## src/hw/rtl/sfd_pkg.sv

```systemverilog
// Shared types and constants for the sensor packet deframer.
// Used by every deframer module; no dependencies.
package sfd_pkg;

  localparam int unsigned CFG_IDX_W  = 2;
  localparam int unsigned CFG_DATA_W = 10;
  localparam int unsigned MAXF_W     = 10;
  localparam int unsigned IDX_W      = 10;
  localparam int unsigned SUM_W      = 16;
  localparam int unsigned FIFO_DEPTH = 4;

  // Whole frame = sync pair + 4 address bytes + id + 2 length bytes + declared length
  localparam int unsigned FRAME_OVERHEAD = 9;

  localparam logic [MAXF_W-1:0] MAX_FRAME_RST   = MAXF_W'(350);
  localparam logic [7:0]        SYNC_FIRST_RST  = 8'hEF;
  localparam logic [7:0]        SYNC_SECOND_RST = 8'h01;

  localparam logic [CFG_IDX_W-1:0] CFG_MAX_FRAME   = 2'd0;
  localparam logic [CFG_IDX_W-1:0] CFG_SYNC_FIRST  = 2'd1;
  localparam logic [CFG_IDX_W-1:0] CFG_SYNC_SECOND = 2'd2;

  localparam logic OP_BYTE    = 1'b0;
  localparam logic OP_TIMEOUT = 1'b1;

  localparam logic [1:0] ST_OK      = 2'd0;
  localparam logic [1:0] ST_BADSUM  = 2'd1;
  localparam logic [1:0] ST_BADLEN  = 2'd2;
  localparam logic [1:0] ST_TIMEOUT = 2'd3;

  typedef enum logic [2:0] {
    PH_HUNT1,
    PH_HUNT2,
    PH_HEADER,
    PH_DATA,
    PH_CHECK
  } phase_e;

  typedef struct packed {
    logic [7:0] data_byte;
    logic       frame_end;
    logic [1:0] status;
  } result_t;

endpackage

```

## src/hw/rtl/sfd_if.sv

```systemverilog
// Valid/ready channel interfaces for the deframer input bytes and results.
// Depends on nothing but plain logic types.
interface sfd_in_if;
  logic       valid;
  logic       ready;
  logic       opcode;
  logic [7:0] rx_byte;

  modport source (output valid, output opcode, output rx_byte, input ready);
  modport sink   (input valid, input opcode, input rx_byte, output ready);
endinterface

interface sfd_out_if;
  logic       valid;
  logic       ready;
  logic [7:0] data_byte;
  logic       frame_end;
  logic [1:0] status;

  modport source (output valid, output data_byte, output frame_end, output status,
                  input ready);
  modport sink   (input valid, input data_byte, input frame_end, input status,
                  output ready);
endinterface

```

## src/hw/rtl/sfd_front.sv

```systemverilog
// Front end: configuration registers and the frame parser state machine.
// Depends on sfd_pkg and sfd_in_if; pushes result beats into the queue.
module sfd_front (
  input  logic                              clk_i,
  input  logic                              rst_ni,
  input  logic                              cfg_we_i,
  input  logic [sfd_pkg::CFG_IDX_W-1:0]     cfg_idx_i,
  input  logic [sfd_pkg::CFG_DATA_W-1:0]    cfg_data_i,
  sfd_in_if.sink                            in_ch,
  input  logic                              full_i,
  output logic                              push_o,
  output sfd_pkg::result_t                  push_data_o
);

  localparam logic [sfd_pkg::IDX_W-1:0] HDR_ID_IDX  = sfd_pkg::IDX_W'(4);
  localparam logic [sfd_pkg::IDX_W-1:0] HDR_LHI_IDX = sfd_pkg::IDX_W'(5);
  localparam logic [sfd_pkg::IDX_W-1:0] HDR_LLO_IDX = sfd_pkg::IDX_W'(6);

  logic [sfd_pkg::MAXF_W-1:0] max_frame_q;
  logic [7:0]                 sync_first_q, sync_second_q;

  sfd_pkg::phase_e            phase_q, phase_d;
  logic [sfd_pkg::IDX_W-1:0]  idx_q, idx_d, idx_inc;
  logic [sfd_pkg::IDX_W-1:0]  cnt_q, cnt_d;
  logic [7:0]                 len_hi_q, len_hi_d;
  logic [7:0]                 csum_hi_q, csum_hi_d;
  logic [sfd_pkg::SUM_W-1:0]  sum_q, sum_d, sum_add;
  logic [15:0]                len_full;
  logic                       len_bad;
  logic                       acc;
  logic [7:0]                 b;

  assign in_ch.ready = !full_i;
  assign acc         = in_ch.valid && !full_i;
  assign b           = in_ch.rx_byte;
  assign idx_inc     = idx_q + sfd_pkg::IDX_W'(1);
  assign sum_add     = sum_q + sfd_pkg::SUM_W'(b);
  assign len_full    = {len_hi_q, b};
  assign len_bad     = (len_full < 16'd2) ||
                       (({1'b0, len_full} + 17'(sfd_pkg::FRAME_OVERHEAD)) >
                        17'(max_frame_q));

  always_ff @(posedge clk_i or negedge rst_ni) begin
    if (!rst_ni) begin
      max_frame_q   <= sfd_pkg::MAX_FRAME_RST;
      sync_first_q  <= sfd_pkg::SYNC_FIRST_RST;
      sync_second_q <= sfd_pkg::SYNC_SECOND_RST;
    end else if (cfg_we_i) begin
      case (cfg_idx_i)
        sfd_pkg::CFG_MAX_FRAME:   max_frame_q   <= cfg_data_i[sfd_pkg::MAXF_W-1:0];
        sfd_pkg::CFG_SYNC_FIRST:  sync_first_q  <= cfg_data_i[7:0];
        sfd_pkg::CFG_SYNC_SECOND: sync_second_q <= cfg_data_i[7:0];
        default: ;
      endcase
    end
  end

  always_ff @(posedge clk_i or negedge rst_ni) begin
    if (!rst_ni) begin
      phase_q   <= sfd_pkg::PH_HUNT1;
      idx_q     <= '0;
      cnt_q     <= '0;
      len_hi_q  <= '0;
      csum_hi_q <= '0;
      sum_q     <= '0;
    end else begin
      phase_q   <= phase_d;
      idx_q     <= idx_d;
      cnt_q     <= cnt_d;
      len_hi_q  <= len_hi_d;
      csum_hi_q <= csum_hi_d;
      sum_q     <= sum_d;
    end
  end

  always_comb begin
    phase_d     = phase_q;
    idx_d       = idx_q;
    cnt_d       = cnt_q;
    len_hi_d    = len_hi_q;
    csum_hi_d   = csum_hi_q;
    sum_d       = sum_q;
    push_o      = 1'b0;
    push_data_o = '0;
    if (acc) begin
      if (in_ch.opcode == sfd_pkg::OP_TIMEOUT) begin
        // silence inside a frame closes it; while hunting just restart
        if (phase_q inside {sfd_pkg::PH_HEADER, sfd_pkg::PH_DATA, sfd_pkg::PH_CHECK}) begin
          push_o                = 1'b1;
          push_data_o.frame_end = 1'b1;
          push_data_o.status    = sfd_pkg::ST_TIMEOUT;
        end
        phase_d = sfd_pkg::PH_HUNT1;
      end else begin
        case (phase_q)
          sfd_pkg::PH_HUNT1: begin
            if (b == sync_first_q) phase_d = sfd_pkg::PH_HUNT2;
          end
          sfd_pkg::PH_HUNT2: begin
            if (b == sync_second_q) begin
              phase_d = sfd_pkg::PH_HEADER;
              idx_d   = '0;
              sum_d   = '0;
            end else if (b != sync_first_q) begin
              phase_d = sfd_pkg::PH_HUNT1;
            end
          end
          sfd_pkg::PH_HEADER: begin
            if (idx_q < HDR_ID_IDX) begin
              idx_d = idx_inc;
            end else begin
              sum_d                 = sum_add;
              push_o                = 1'b1;
              push_data_o.data_byte = b;
              if (idx_q == HDR_ID_IDX) begin
                idx_d = HDR_LHI_IDX;
              end else if (idx_q == HDR_LHI_IDX) begin
                len_hi_d = b;
                idx_d    = HDR_LLO_IDX;
              end else if (len_bad) begin
                // report the bad length in place of the low length byte
                push_data_o.data_byte = '0;
                push_data_o.frame_end = 1'b1;
                push_data_o.status    = sfd_pkg::ST_BADLEN;
                phase_d               = sfd_pkg::PH_HUNT1;
              end else begin
                idx_d   = '0;
                cnt_d   = sfd_pkg::IDX_W'(len_full - 16'd2);
                phase_d = (len_full == 16'd2) ? sfd_pkg::PH_CHECK : sfd_pkg::PH_DATA;
              end
            end
          end
          sfd_pkg::PH_DATA: begin
            sum_d                 = sum_add;
            push_o                = 1'b1;
            push_data_o.data_byte = b;
            if (idx_inc >= cnt_q) begin
              idx_d   = '0;
              phase_d = sfd_pkg::PH_CHECK;
            end else begin
              idx_d = idx_inc;
            end
          end
          sfd_pkg::PH_CHECK: begin
            if (idx_q == '0) begin
              csum_hi_d = b;
              idx_d     = sfd_pkg::IDX_W'(1);
            end else begin
              push_o                = 1'b1;
              push_data_o.frame_end = 1'b1;
              push_data_o.status    = ({csum_hi_q, b} == sum_q) ? sfd_pkg::ST_OK
                                                                : sfd_pkg::ST_BADSUM;
              phase_d               = sfd_pkg::PH_HUNT1;
            end
          end
          default: phase_d = sfd_pkg::PH_HUNT1;
        endcase
      end
    end
  end

endmodule

```

## src/hw/rtl/sfd_fifo.sv

```systemverilog
// Short result queue between the parser and the output stage.
// Depends on sfd_pkg for the result beat type.
module sfd_fifo #(
  parameter int unsigned Depth = sfd_pkg::FIFO_DEPTH
) (
  input  logic             clk_i,
  input  logic             rst_ni,
  input  logic             push_i,
  input  sfd_pkg::result_t push_data_i,
  output logic             full_o,
  input  logic             pop_i,
  output logic             empty_o,
  output sfd_pkg::result_t pop_data_o
);

  localparam int unsigned PtrW = (Depth > 1) ? $clog2(Depth) : 1;
  localparam int unsigned CntW = $clog2(Depth + 1);
  localparam logic [PtrW-1:0] PtrLast = PtrW'(Depth - 1);

  sfd_pkg::result_t mem_q [Depth];
  logic [PtrW-1:0]  wr_ptr_q, wr_ptr_d, rd_ptr_q, rd_ptr_d;
  logic [CntW-1:0]  cnt_q, cnt_d;
  logic             do_push, do_pop;

  assign full_o     = (cnt_q == CntW'(Depth));
  assign empty_o    = (cnt_q == '0);
  assign do_push    = push_i && !full_o;
  assign do_pop     = pop_i && !empty_o;
  assign pop_data_o = mem_q[rd_ptr_q];

  always_comb begin
    wr_ptr_d = wr_ptr_q;
    rd_ptr_d = rd_ptr_q;
    cnt_d    = cnt_q;
    if (do_push) wr_ptr_d = (wr_ptr_q == PtrLast) ? '0 : wr_ptr_q + PtrW'(1);
    if (do_pop)  rd_ptr_d = (rd_ptr_q == PtrLast) ? '0 : rd_ptr_q + PtrW'(1);
    if (do_push && !do_pop)      cnt_d = cnt_q + CntW'(1);
    else if (do_pop && !do_push) cnt_d = cnt_q - CntW'(1);
  end

  always_ff @(posedge clk_i or negedge rst_ni) begin
    if (!rst_ni) begin
      wr_ptr_q <= '0;
      rd_ptr_q <= '0;
      cnt_q    <= '0;
    end else begin
      wr_ptr_q <= wr_ptr_d;
      rd_ptr_q <= rd_ptr_d;
      cnt_q    <= cnt_d;
    end
  end

  always_ff @(posedge clk_i) begin
    if (do_push) mem_q[wr_ptr_q] <= push_data_i;
  end

endmodule

```

## src/hw/rtl/sfd_back.sv

```systemverilog
// Back end: output register that drains the result queue onto the out channel.
// Depends on sfd_pkg and sfd_out_if.
module sfd_back (
  input  logic             clk_i,
  input  logic             rst_ni,
  input  logic             empty_i,
  input  sfd_pkg::result_t data_i,
  output logic             pop_o,
  sfd_out_if.source        out_ch
);

  logic             vld_q, vld_d;
  sfd_pkg::result_t res_q;

  // refill whenever the register is empty or its beat leaves this cycle
  assign pop_o = !empty_i && (!vld_q || out_ch.ready);
  assign vld_d = pop_o || (vld_q && !out_ch.ready);

  always_ff @(posedge clk_i or negedge rst_ni) begin
    if (!rst_ni) begin
      vld_q <= 1'b0;
    end else begin
      vld_q <= vld_d;
    end
  end

  always_ff @(posedge clk_i) begin
    if (pop_o) res_q <= data_i;
  end

  assign out_ch.valid     = vld_q;
  assign out_ch.data_byte = res_q.data_byte;
  assign out_ch.frame_end = res_q.frame_end;
  assign out_ch.status    = res_q.status;

endmodule

```

## src/hw/rtl/sensor_packet_deframer.sv

```systemverilog
// Sensor packet deframer top: parser front end, result queue, output register.
// Path: a result beat is written into the queue when its input beat is taken, then moves
// into the output register, from which it is valid on out_ch.
// Throughput: one input byte per cycle; the queue of FifoDepth beats plus the output
// register absorbs output stalls, and in_ch.ready drops only when the queue is full.
// Reset: parser hunts for the first sync byte, queue and output empty, config at defaults.
module sensor_packet_deframer #(
  parameter int unsigned FifoDepth = sfd_pkg::FIFO_DEPTH
) (
  input  logic                           clk_i,
  input  logic                           rst_ni,
  input  logic                           cfg_we_i,
  input  logic [sfd_pkg::CFG_IDX_W-1:0]  cfg_idx_i,
  input  logic [sfd_pkg::CFG_DATA_W-1:0] cfg_data_i,
  sfd_in_if.sink                         in_ch,
  sfd_out_if.source                      out_ch
);

  logic             push, pop, full, empty;
  sfd_pkg::result_t push_data, pop_data;

  sfd_front u_front (
    .clk_i       (clk_i),
    .rst_ni      (rst_ni),
    .cfg_we_i    (cfg_we_i),
    .cfg_idx_i   (cfg_idx_i),
    .cfg_data_i  (cfg_data_i),
    .in_ch       (in_ch),
    .full_i      (full),
    .push_o      (push),
    .push_data_o (push_data)
  );

  sfd_fifo #(.Depth(FifoDepth)) u_fifo (
    .clk_i       (clk_i),
    .rst_ni      (rst_ni),
    .push_i      (push),
    .push_data_i (push_data),
    .full_o      (full),
    .pop_i       (pop),
    .empty_o     (empty),
    .pop_data_o  (pop_data)
  );

  sfd_back u_back (
    .clk_i   (clk_i),
    .rst_ni  (rst_ni),
    .empty_i (empty),
    .data_i  (pop_data),
    .pop_o   (pop),
    .out_ch  (out_ch)
  );

  a_no_push_full: assert property (@(posedge clk_i) disable iff (!rst_ni)
    push |-> !full) else $error("result pushed into full queue");

  a_no_spurious_out: assert property (@(posedge clk_i) disable iff (!rst_ni)
    (!out_ch.valid && empty) |=> !out_ch.valid)
    else $error("output beat without queued result");

  a_status_beat: assert property (@(posedge clk_i) disable iff (!rst_ni)
    (out_ch.valid && out_ch.frame_end) |-> (out_ch.data_byte == 8'd0))
    else $error("status beat carries data");

  a_payload_beat: assert property (@(posedge clk_i) disable iff (!rst_ni)
    (out_ch.valid && !out_ch.frame_end) |-> (out_ch.status == sfd_pkg::ST_OK))
    else $error("payload beat carries status");

endmodule
```

## src/flat_wrapper.sv

```systemverilog
// flat-port wrapper written by rule: the top's interface ports become plain ports
module sensor_packet_deframer_flat 
#(
  parameter int unsigned FifoDepth = sfd_pkg::FIFO_DEPTH
)
  (clk_i, rst_ni, cfg_we_i, cfg_idx_i, cfg_data_i, in_ch_valid, in_ch_opcode, in_ch_rx_byte, in_ch_ready, out_ch_valid, out_ch_data_byte, out_ch_frame_end, out_ch_status, out_ch_ready);
  sfd_in_if in_ch_i ();
  sfd_out_if out_ch_i ();
  input  logic clk_i;
  input  logic rst_ni;
  input  logic cfg_we_i;
  input  logic [sfd_pkg::CFG_IDX_W-1:0] cfg_idx_i;
  input  logic [sfd_pkg::CFG_DATA_W-1:0] cfg_data_i;
  input wire logic [$bits(in_ch_i.valid)-1:0] in_ch_valid;
  input wire logic [$bits(in_ch_i.opcode)-1:0] in_ch_opcode;
  input wire logic [$bits(in_ch_i.rx_byte)-1:0] in_ch_rx_byte;
  output wire logic [$bits(in_ch_i.ready)-1:0] in_ch_ready;
  output wire logic [$bits(out_ch_i.valid)-1:0] out_ch_valid;
  output wire logic [$bits(out_ch_i.data_byte)-1:0] out_ch_data_byte;
  output wire logic [$bits(out_ch_i.frame_end)-1:0] out_ch_frame_end;
  output wire logic [$bits(out_ch_i.status)-1:0] out_ch_status;
  input wire logic [$bits(out_ch_i.ready)-1:0] out_ch_ready;
  assign in_ch_i.valid = in_ch_valid;
  assign in_ch_i.opcode = in_ch_opcode;
  assign in_ch_i.rx_byte = in_ch_rx_byte;
  assign in_ch_ready = in_ch_i.ready;
  assign out_ch_valid = out_ch_i.valid;
  assign out_ch_data_byte = out_ch_i.data_byte;
  assign out_ch_frame_end = out_ch_i.frame_end;
  assign out_ch_status = out_ch_i.status;
  assign out_ch_i.ready = out_ch_ready;
  sensor_packet_deframer #(.FifoDepth(FifoDepth)) u_core (.clk_i(clk_i), .rst_ni(rst_ni), .cfg_we_i(cfg_we_i), .cfg_idx_i(cfg_idx_i), .cfg_data_i(cfg_data_i), .in_ch(in_ch_i), .out_ch(out_ch_i));
endmodule
```

## config.mk

```make
export PLATFORM = sky130hd
export DESIGN_NAME = sensor_packet_deframer_flat
export DESIGN_NICKNAME = d
export VERILOG_FILES = /design/src/hw/rtl/sfd_pkg.sv /design/src/hw/rtl/sfd_if.sv /design/src/hw/rtl/sfd_front.sv /design/src/hw/rtl/sfd_fifo.sv /design/src/hw/rtl/sfd_back.sv /design/src/hw/rtl/sensor_packet_deframer.sv /design/src/flat_wrapper.sv
export SDC_FILE = /design/constraint.sdc
export NUM_CORES = 1
export LEC_CHECK = 0
export BUFFER_PORTS_ARGS = -buffer_cell sky130_fd_sc_hd__buf_4
export CORE_MARGIN = 4
export CORE_UTILIZATION = 35
export DETAILED_ROUTE_END_ITERATION = 7
export GPL_TIMING_DRIVEN = 0
export PLACE_DENSITY = 0.53
export SKIP_CTS_REPAIR_TIMING = 1
export SLEW_MARGIN = 20
export SYNTH_ARGS = -nofsm -noshare
export SYNTH_HDL_FRONTEND = slang
export SYNTH_SLANG_ARGS = --single-unit
```

## constraint.sdc

```tcl
create_clock -name clk_i -period 4.2 [get_ports clk_i]
set_input_delay 0.63 -clock clk_i [delete_from_list [all_inputs] [get_ports clk_i]]
set_output_delay 0.63 -clock clk_i [all_outputs]
set_load 0.03 [all_outputs]
```

==> summary.md, run 1 <==
| Metric | Value |
|---|---|
| Die Wd | 158 um |
| Share of cells above drive strength 1 | 0.203 |
| VDD IR max | 0.259 mV |
| Rel. slew slack | 0.339 |
| Port buffer count | 38 |
| Fin crit share | 0.947 |
| Worst slew pin tran | 978 ps |
| HPWL Detailed | 12.8 mm |
| Largest net degree at the start of global routing | 90 |
| Die Y-Extent | 158 um |
| Hold Crit Class | in2async |
| Clk sinks | 144 |
| Pre-antenna DRT Iters | 5 |
| First-pass GRT wire length | 29.8 mm |
| Setup TNS | 0 ps |
| Nets | 821 |
| Critical Path Fanout Max | 10 |
| Design Area, Final | 9110 um2 |
| Max Freq | 251 MHz |
| Hold Vio Cnt, Final | 0 |
| H-tree depth | 4 |
| Final Max Slew Viols | 0 |
| Worst R2R End | u_core.u_front.idx_q[5] |
| Netlist cell types | 70 |
| Die area | 24800 um2 |
| # diodes | 0 |
| DRC | 0 |
| CTS tree | done |
| Gr ovfl total | 0 |
| PD cells | 458 nW/um2 |
| Cell count after synthesis | 694 |
| Clock share of power | 0.375 |
| CP required | 4540 ps |
| Area leader, netlist | dfrtp_1 |
| Leak pwr | 3.67 nW |
| Placed Cells | 1013 |
| CTS Buffer Depth | 2 |
| Data arrival time of the critical path | 4310 ps |
| Most used DFF post-synth | dfrtp_1 |
| Final setup violation count | 0 |
| Total global-route track usage | 0.154 |
| Pint | 2.85 mW |
| Layout Skew | 13.8 ps |
| Total power | 4.18 mW |
| Hold_ws | 259 ps |
| Worst skew pair latency | 430 ps |
| Final ANT Viol Nets | 0 |
| Top cell type's share of synthesized area | 0.240 |
| Sw Pwr | 1.33 mW |
| Vias in the first global route | 5621 |
| Area after DPL | 8490 um2 |
| MaxCap Viol Count | 0 |
| Root cell of the clock tree | clkbuf_16 |
| Register area share after synthesis | 0.498 |
| Fin worst setup slack | 223 ps |
| Mean number of vias per cell | 5.28 |
| Final Non-Filler Cells | 1045 |
| Core Box Area | 21900 um2 |
| Avg WL per Cell | 17.3 um |
| Gate power share | 0.213 |
| Routability cong. | 0.832 |
| Routed via count | 5516 |
| Post-Syn Area | 7830 um2 |
| Rows | 54 |
| Sw Share | 0.318 |
| Outcome | completed |
| Area delta synth->final | 16.4% |
| Critical path class | reg2reg |
| Initial DRC Count | 341 |
| Register-to-Register Path Depth | 13 |
| Fin crit period | 3980 ps |
| Pre-CTS setup slack | 158 ps |
| R2R Setup Slk | 220 ps |
| Syn_area_per_cell | 11.3 um2 |
| Layout Utilization | 0.416 |
| DRT Wirelength | 18.1 mm |
| Sequential power share | 0.412 |
| Async SR Flop Fraction | 0.618 |
| Reg-to-Reg Start | u_core.u_front.idx_q[2] |
| CTS Buf Count | 17 |
| Clk slew on worst S/H paths | 70 ps |
| IO Pins | 39 |
| Synth warn | 0 |
| Mapped Nets | 763 |
| Nature of the critical path endpoint | register |
| Type of origin of the critical path | register |
| Initial antenna violation count | 0 |
| Post-synth EDFFs | 55 |
| Top post-synthesis cells by area | dfrtp_1 (24%), edfxtp_1 (21%), ha_1 (6.6%) |
| RSZ-0062 raised after global routing | no |
| FF+latch count, synth | 144 |
| Fillers | 2084 |
| Initial Util | 0.358 |
==> power groups by stage <==
stage	logic, mW	clock network [mW]	registers [mW]
6_report	0.891	1.56	1.72
5_1_grt	1.00	1.67	1.74
4_1_cts	0.905	1.60	1.72
3_5_place_dp	0.900	0	1.75
3_3_place_gp	0.865	0	1.74
2_1_floorplan	0.572	0	1.78
==> how the worst max path moves through the flow <==
stage | from | to | depth (start not counted)
after CTS | u_core.u_front.idx_q[2] | u_core.u_front.idx_q[5] | 13
after floorplan | in_ch_rx_byte[0] | u_core.u_front.cnt_q[0] | 13
final | u_core.u_front.idx_q[2] | u_core.u_front.idx_q[5] | 13
after global placement | in_ch_rx_byte[4] | u_core.u_fifo.mem_q[0][6] | 13
after detailed placement | in_ch_rx_byte[4] | u_core.u_fifo.mem_q[0][6] | 13
after global routing | u_core.u_front.idx_q[2] | u_core.u_front.idx_q[7] | 13
==> Yosys cell counts (all sizes together), types with 3 or more instances <==
| library cell | n |
|---|---|
| buf | 15 |
| inv | 46 |
| xnor2 | 30 |
| o21ai | 44 |
| nor2b | 6 |
| nor3 | 18 |
| o2111ai | 3 |
| nand2b | 3 |
| mux2i | 14 |
| a22o | 3 |
| nor2 | 36 |
| mux2 | 33 |
| mux4 | 11 |
| clkbuf | 11 |
| xor2 | 24 |
| o22ai | 4 |
| a21o | 3 |
| nand2 | 58 |
| o41ai | 4 |
| and2 | 14 |
| dfrtp | 75 |
| a211oi | 4 |
| or3 | 4 |
| a21oi | 21 |
| edfxtp | 55 |
| nand3 | 13 |
| o31ai | 15 |
| nand4 | 7 |
| and3 | 9 |
| ha | 41 |
| nor3b | 5 |
| dfstp | 14 |
| nor4 | 14 |
| or2 | 4 |
==> cell families (layout without fill, tap and decap cells) <==
logic type	after synthesis	count (layout)	synth area share
fa+ha+maj	43	43	0.0707
buf+inv	72	143	0.0380
simple gates	200	200	0.131
compound gates	123	123	0.105
flops	144	144	0.498
mux	58	58	0.0970
xor+xnor	54	54	0.0604
==> state kept, by name, summed over array words and instances, names as in the netlist <==
name / flops
u_core.u_fifo.wr_ptr_q: 2
u_core.u_front.sum_q: 16
u_core.u_front.phase_q: 3
u_core.u_back.out_ch.frame_end: 1
u_core.u_front.idx_q: 10
u_core.u_fifo.mem_q: 44
u_core.u_front.csum_hi_q: 8
u_core.u_fifo.cnt_q: 3
u_core.u_back.out_ch.data_byte: 8
u_core.u_front.max_frame_q: 10
u_core.u_back.out_ch.status: 2
u_core.u_front.sync_first_q: 8
u_core.u_back.out_ch.valid: 1
u_core.u_fifo.rd_ptr_q: 2
u_core.u_front.cnt_q: 10
u_core.u_front.len_hi_q: 8
u_core.u_front.sync_second_q: 8
==> layer usage <==
| metal | part of all wire | GRT usage |
|---|---|---|
| met1 | 0.45 | 0.198 |
| met2 | 0.49 | 0.256 |
| met3 | 0.039 | 0.0333 |
| met4 | 0.016 | 0.0553 |
| met5 | 0 | 0 |
==> cell type report <==
type | instances | area (um2) | share of cell area
inverters | 46 | 173 | 0.0189
clock buffers | 17 | 425 | 0.0467
flip-flops and latches | 144 | 3900 | 0.427
clock inverters | 15 | 198 | 0.0217
well taps | 280 | 350 | 0.0384
plain buffers | 26 | 125 | 0.0137
multi-input cells | 478 | 3650 | 0.400
repair buffers | 39 | 300 | 0.0329
==> layout by cell type (no fill, tap or decap), types with 5 or more instances in the layout <==
cell / instances
dfrtp_1: 75
nand2_1: 58
edfxtp_1: 55
inv_1: 46
o21ai_0: 43
ha_1: 41
buf_4: 40
nor2_1: 36
mux2_2: 32
xnor2_1: 30
xor2_1: 24
a21oi_1: 18
nor3_1: 17
clkbuf_16: 17
and2_1: 14
mux2i_1: 14
dfstp_2: 14
nor4_1: 13
nand3_1: 12
clkbuf_1: 11
mux4_2: 11
o31ai_1: 11
and3_1: 9
buf_2: 7
nand4_1: 7
nor2b_1: 6
clkinv_8: 5
==> worst max-delay path, cell delays in order (launching register included) <==
cell and delay, ps:
dfrtp_1 380, clkbuf_1 370, nand3_1 250, nor2_1 180, and3_1 190, xnor2_1 160, inv_1 80, ha_1 290
o21ai_0 160, o2111ai_1 160, a2111oi_1 850, nor3_2 280, or2_1 330, o31ai_1 210
Note: power is estimated with default switching activity, not from simulation.
==> run 2, diff against run 1 <==
--- a/config.mk
+++ b/config.mk
@@ -10,6 +10,8 @@
 export CORE_UTILIZATION = 35
 export DETAILED_ROUTE_END_ITERATION = 7
 export GPL_TIMING_DRIVEN = 0
+export HOLD_SLACK_MARGIN = 0.12
+export MAX_ROUTING_LAYER = met4
 export PLACE_DENSITY = 0.53
 export SKIP_CTS_REPAIR_TIMING = 1
 export SLEW_MARGIN = 20
==> run 2 against run 1 <==
Against the previous run: final cell count did not move; first-iteration DRC count grew 20%; non-clock buffer count is the same; count of clock-buffer cells in the layout unchanged; clock skew rose by 10 ps; register-to-register slack better by 20 ps; critical endpoint unchanged; largest cell class unchanged; largest power group unchanged.
==> summary.md, run 2 (synthesis results as in run 1) <==
| Metric | Value |
|---|---|
| Outcome | completed (unchanged) |
| Clk sinks | 144 (unchanged) |
| Mean number of vias per cell | 5.27 (was 5.28) |
| Reg-to-Reg Start | u_core.u_front.idx_q[2] (unchanged) |
| Fin crit period | 3960 ps (was 3980 ps) |
| First-pass GRT wire length | 29.8 mm (about the same) |
| Nature of the critical path endpoint | register (unchanged) |
| Final Max Slew Viols | 0 (unchanged) |
| HPWL Detailed | 12.8 mm (unchanged) |
| RSZ-0062 raised after global routing | no (unchanged) |
| Type of origin of the critical path | register (unchanged) |
| Hold Vio Cnt, Final | 0 (unchanged) |
| Gr ovfl total | 0 (unchanged) |
| Pre-antenna DRT Iters | 5 (unchanged) |
| Port buffer count | 38 (unchanged) |
| Regs by FF count | u_core.u_fifo.mem_q x44, u_core.u_front.sum_q x16 (unchanged) |
| CP Launch Point | u_core.u_front.idx_q[2] (unchanged) |
| IO Pins | 39 (unchanged) |
| Final setup violation count | 0 (unchanged) |
| Hold Crit Class | in2async (unchanged) |
| Critical path class | reg2reg (unchanged) |
| Fin crit share | 0.942 (was 0.947) |
| Core Box Area | 21900 um2 (unchanged) |
| CTS tree | done (unchanged) |
| CTS Buffer Depth | 2 (unchanged) |
| Final Non-Filler Cells | 1045 (unchanged) |
| CP required | 4540 ps (about the same) |
| Worst slew pin tran | 914 ps (was 978 ps) |
| Rel. slew slack | 0.389 (was 0.339) |
| Die Y-Extent | 158 um (unchanged) |
| H-tree depth | 4 (unchanged) |
| Total global-route track usage | 0.158 (was 0.154) |
| Initial DRC Count | 410 (was 341) |
| Biggest register | u_core.u_fifo.mem_q (unchanged) |
| Die area | 24800 um2 (unchanged) |
| PD cells | 458 nW/um2 (about the same) |
| Root cell of the clock tree | clkbuf_16 (unchanged) |
| DRC | 0 (unchanged) |
| Max Freq | 253 MHz (was 251 MHz) |
| CTS Buf Count | 17 (unchanged) |
| Clk slew on worst S/H paths | 70 ps (about the same) |
| Leak pwr | 3.68 nW (was 3.67 nW) |
| R2R Setup Slk | 240 ps (was 220 ps) |
| Initial antenna violation count | 0 (unchanged) |
| VDD IR max | 0.256 mV (was 0.259 mV) |
| Critical Path Fanout Max | 10 (unchanged) |
| DRT Wirelength | 18.2 mm (was 18.1 mm) |
| Layout Skew | 24.3 ps (was 13.8 ps) |
| Avg WL per Cell | 17.4 um (was 17.3 um) |
| Largest net degree at the start of global routing | 90 (unchanged) |
| Area delta synth->final | 16.5% (was 16.4%) |
| Data arrival time of the critical path | 4290 ps (was 4310 ps) |
| Worst Setup EP | u_core.u_front.idx_q[5] (unchanged) |
| Commonest non-fill, non-tap cell in the layout | dfrtp_1 (unchanged) |
| Routability cong. | 0.845 (was 0.832) |
| Share of cells above drive strength 1 | 0.204 (was 0.203) |
| # diodes | 0 (unchanged) |
| Vias in the first global route | 5608 (was 5621) |
| Register-to-Register Path Depth | 13 (unchanged) |
| Routed via count | 5503 (was 5516) |
| Worst R2R End | u_core.u_front.idx_q[5] (unchanged) |
| Commonest non-fill, non-tap cells in the layout | dfrtp_1 (75), nand2_1 (58), edfxtp_1 (55) (unchanged) |
| MaxCap Viol Count | 0 (unchanged) |
| Final ANT Viol Nets | 0 (unchanged) |
| Nets | 821 (unchanged) |
| Max reg flops | 44 (unchanged) |
| Die Wd | 158 um (unchanged) |
| Placed Cells | 1013 (unchanged) |
| Worst skew pair latency | 440 ps (was 430 ps) |
| Initial Util | 0.358 (unchanged) |
| Setup TNS | 0 ps (unchanged) |
| Rows | 54 (unchanged) |
[run 2: cell types whose count changed in the layout (fill, tap and decap cells not counted)]
cell,change
o41ai_1,-1
o41ai_2,+1
[run 2: worst min-delay path by stage]
stage,endpoint,slack (ps)
finish,u_core.u_fifo.rd_ptr_q[0],260
global route,u_core.u_fifo.rd_ptr_q[0],310
floorplan,u_core.u_back.out_ch.valid,330
global placement,u_core.u_front.sum_q[2],460
detailed placement,u_core.u_front.sum_q[7],480
CTS,u_core.u_back.out_ch.valid,310
[run 2: worst max-delay path: stages (launching register included)]
cell       delay, ps
dfrtp_1          380
clkbuf_1         370
nand3_1          250
nor2_1           180
and3_1           190
xnor2_1          160
inv_1             80
ha_1             290
o21ai_0          160
o2111ai_1        150
a2111oi_1        830
nor3_2           280
or2_1            330
o31ai_1          210
[run 2: layout make-up]
cell class	instances	area [um2]
plain buffers	26	125
repair buffers	39	300
fillers	2083	12800
clock buffers	17	425
multi-input cells	478	3650
well taps	280	350
clock inverters	15	198
flip-flops and latches	144	3900
inverters	46	173
[run 2: through the flow]
| step | total power, mW | setup slack [ps] | util | instance area [um2] | hold slack (ps) |
|---|---|---|---|---|---|
| floorplan | 2.36 | 984 | - | 7830 | 334 |
| global placement | 2.61 | 179 | 0.387 | 8460 | 462 |
| detailed placement | 2.65 | 158 | 0.388 | 8490 | 478 |
| CTS | 4.23 | 209 | 0.416 | 9110 | 312 |
| global route | 4.42 | 24.0 | 0.417 | 9120 | 309 |
| finish | 4.18 | 243 | 0.417 | 9120 | 255 |
[run 2: per-layer routing]
metal,global-route usage,part of all wire,vias up
li1,-,-,2633
met1,0.198,0.45,2709
met2,0.256,0.49,139
met3,0.0346,0.040,22
met4,0.0528,0.018,0
met5,-,0,-
[run 2: report_power, final]
group,switching [mW],total [mW],leakage [nW],internal (mW)
Sequential,0.104,1.72,1.55,1.62
Clock,0.705,1.56,0.296,0.860
Combinational,0.518,0.892,1.83,0.373
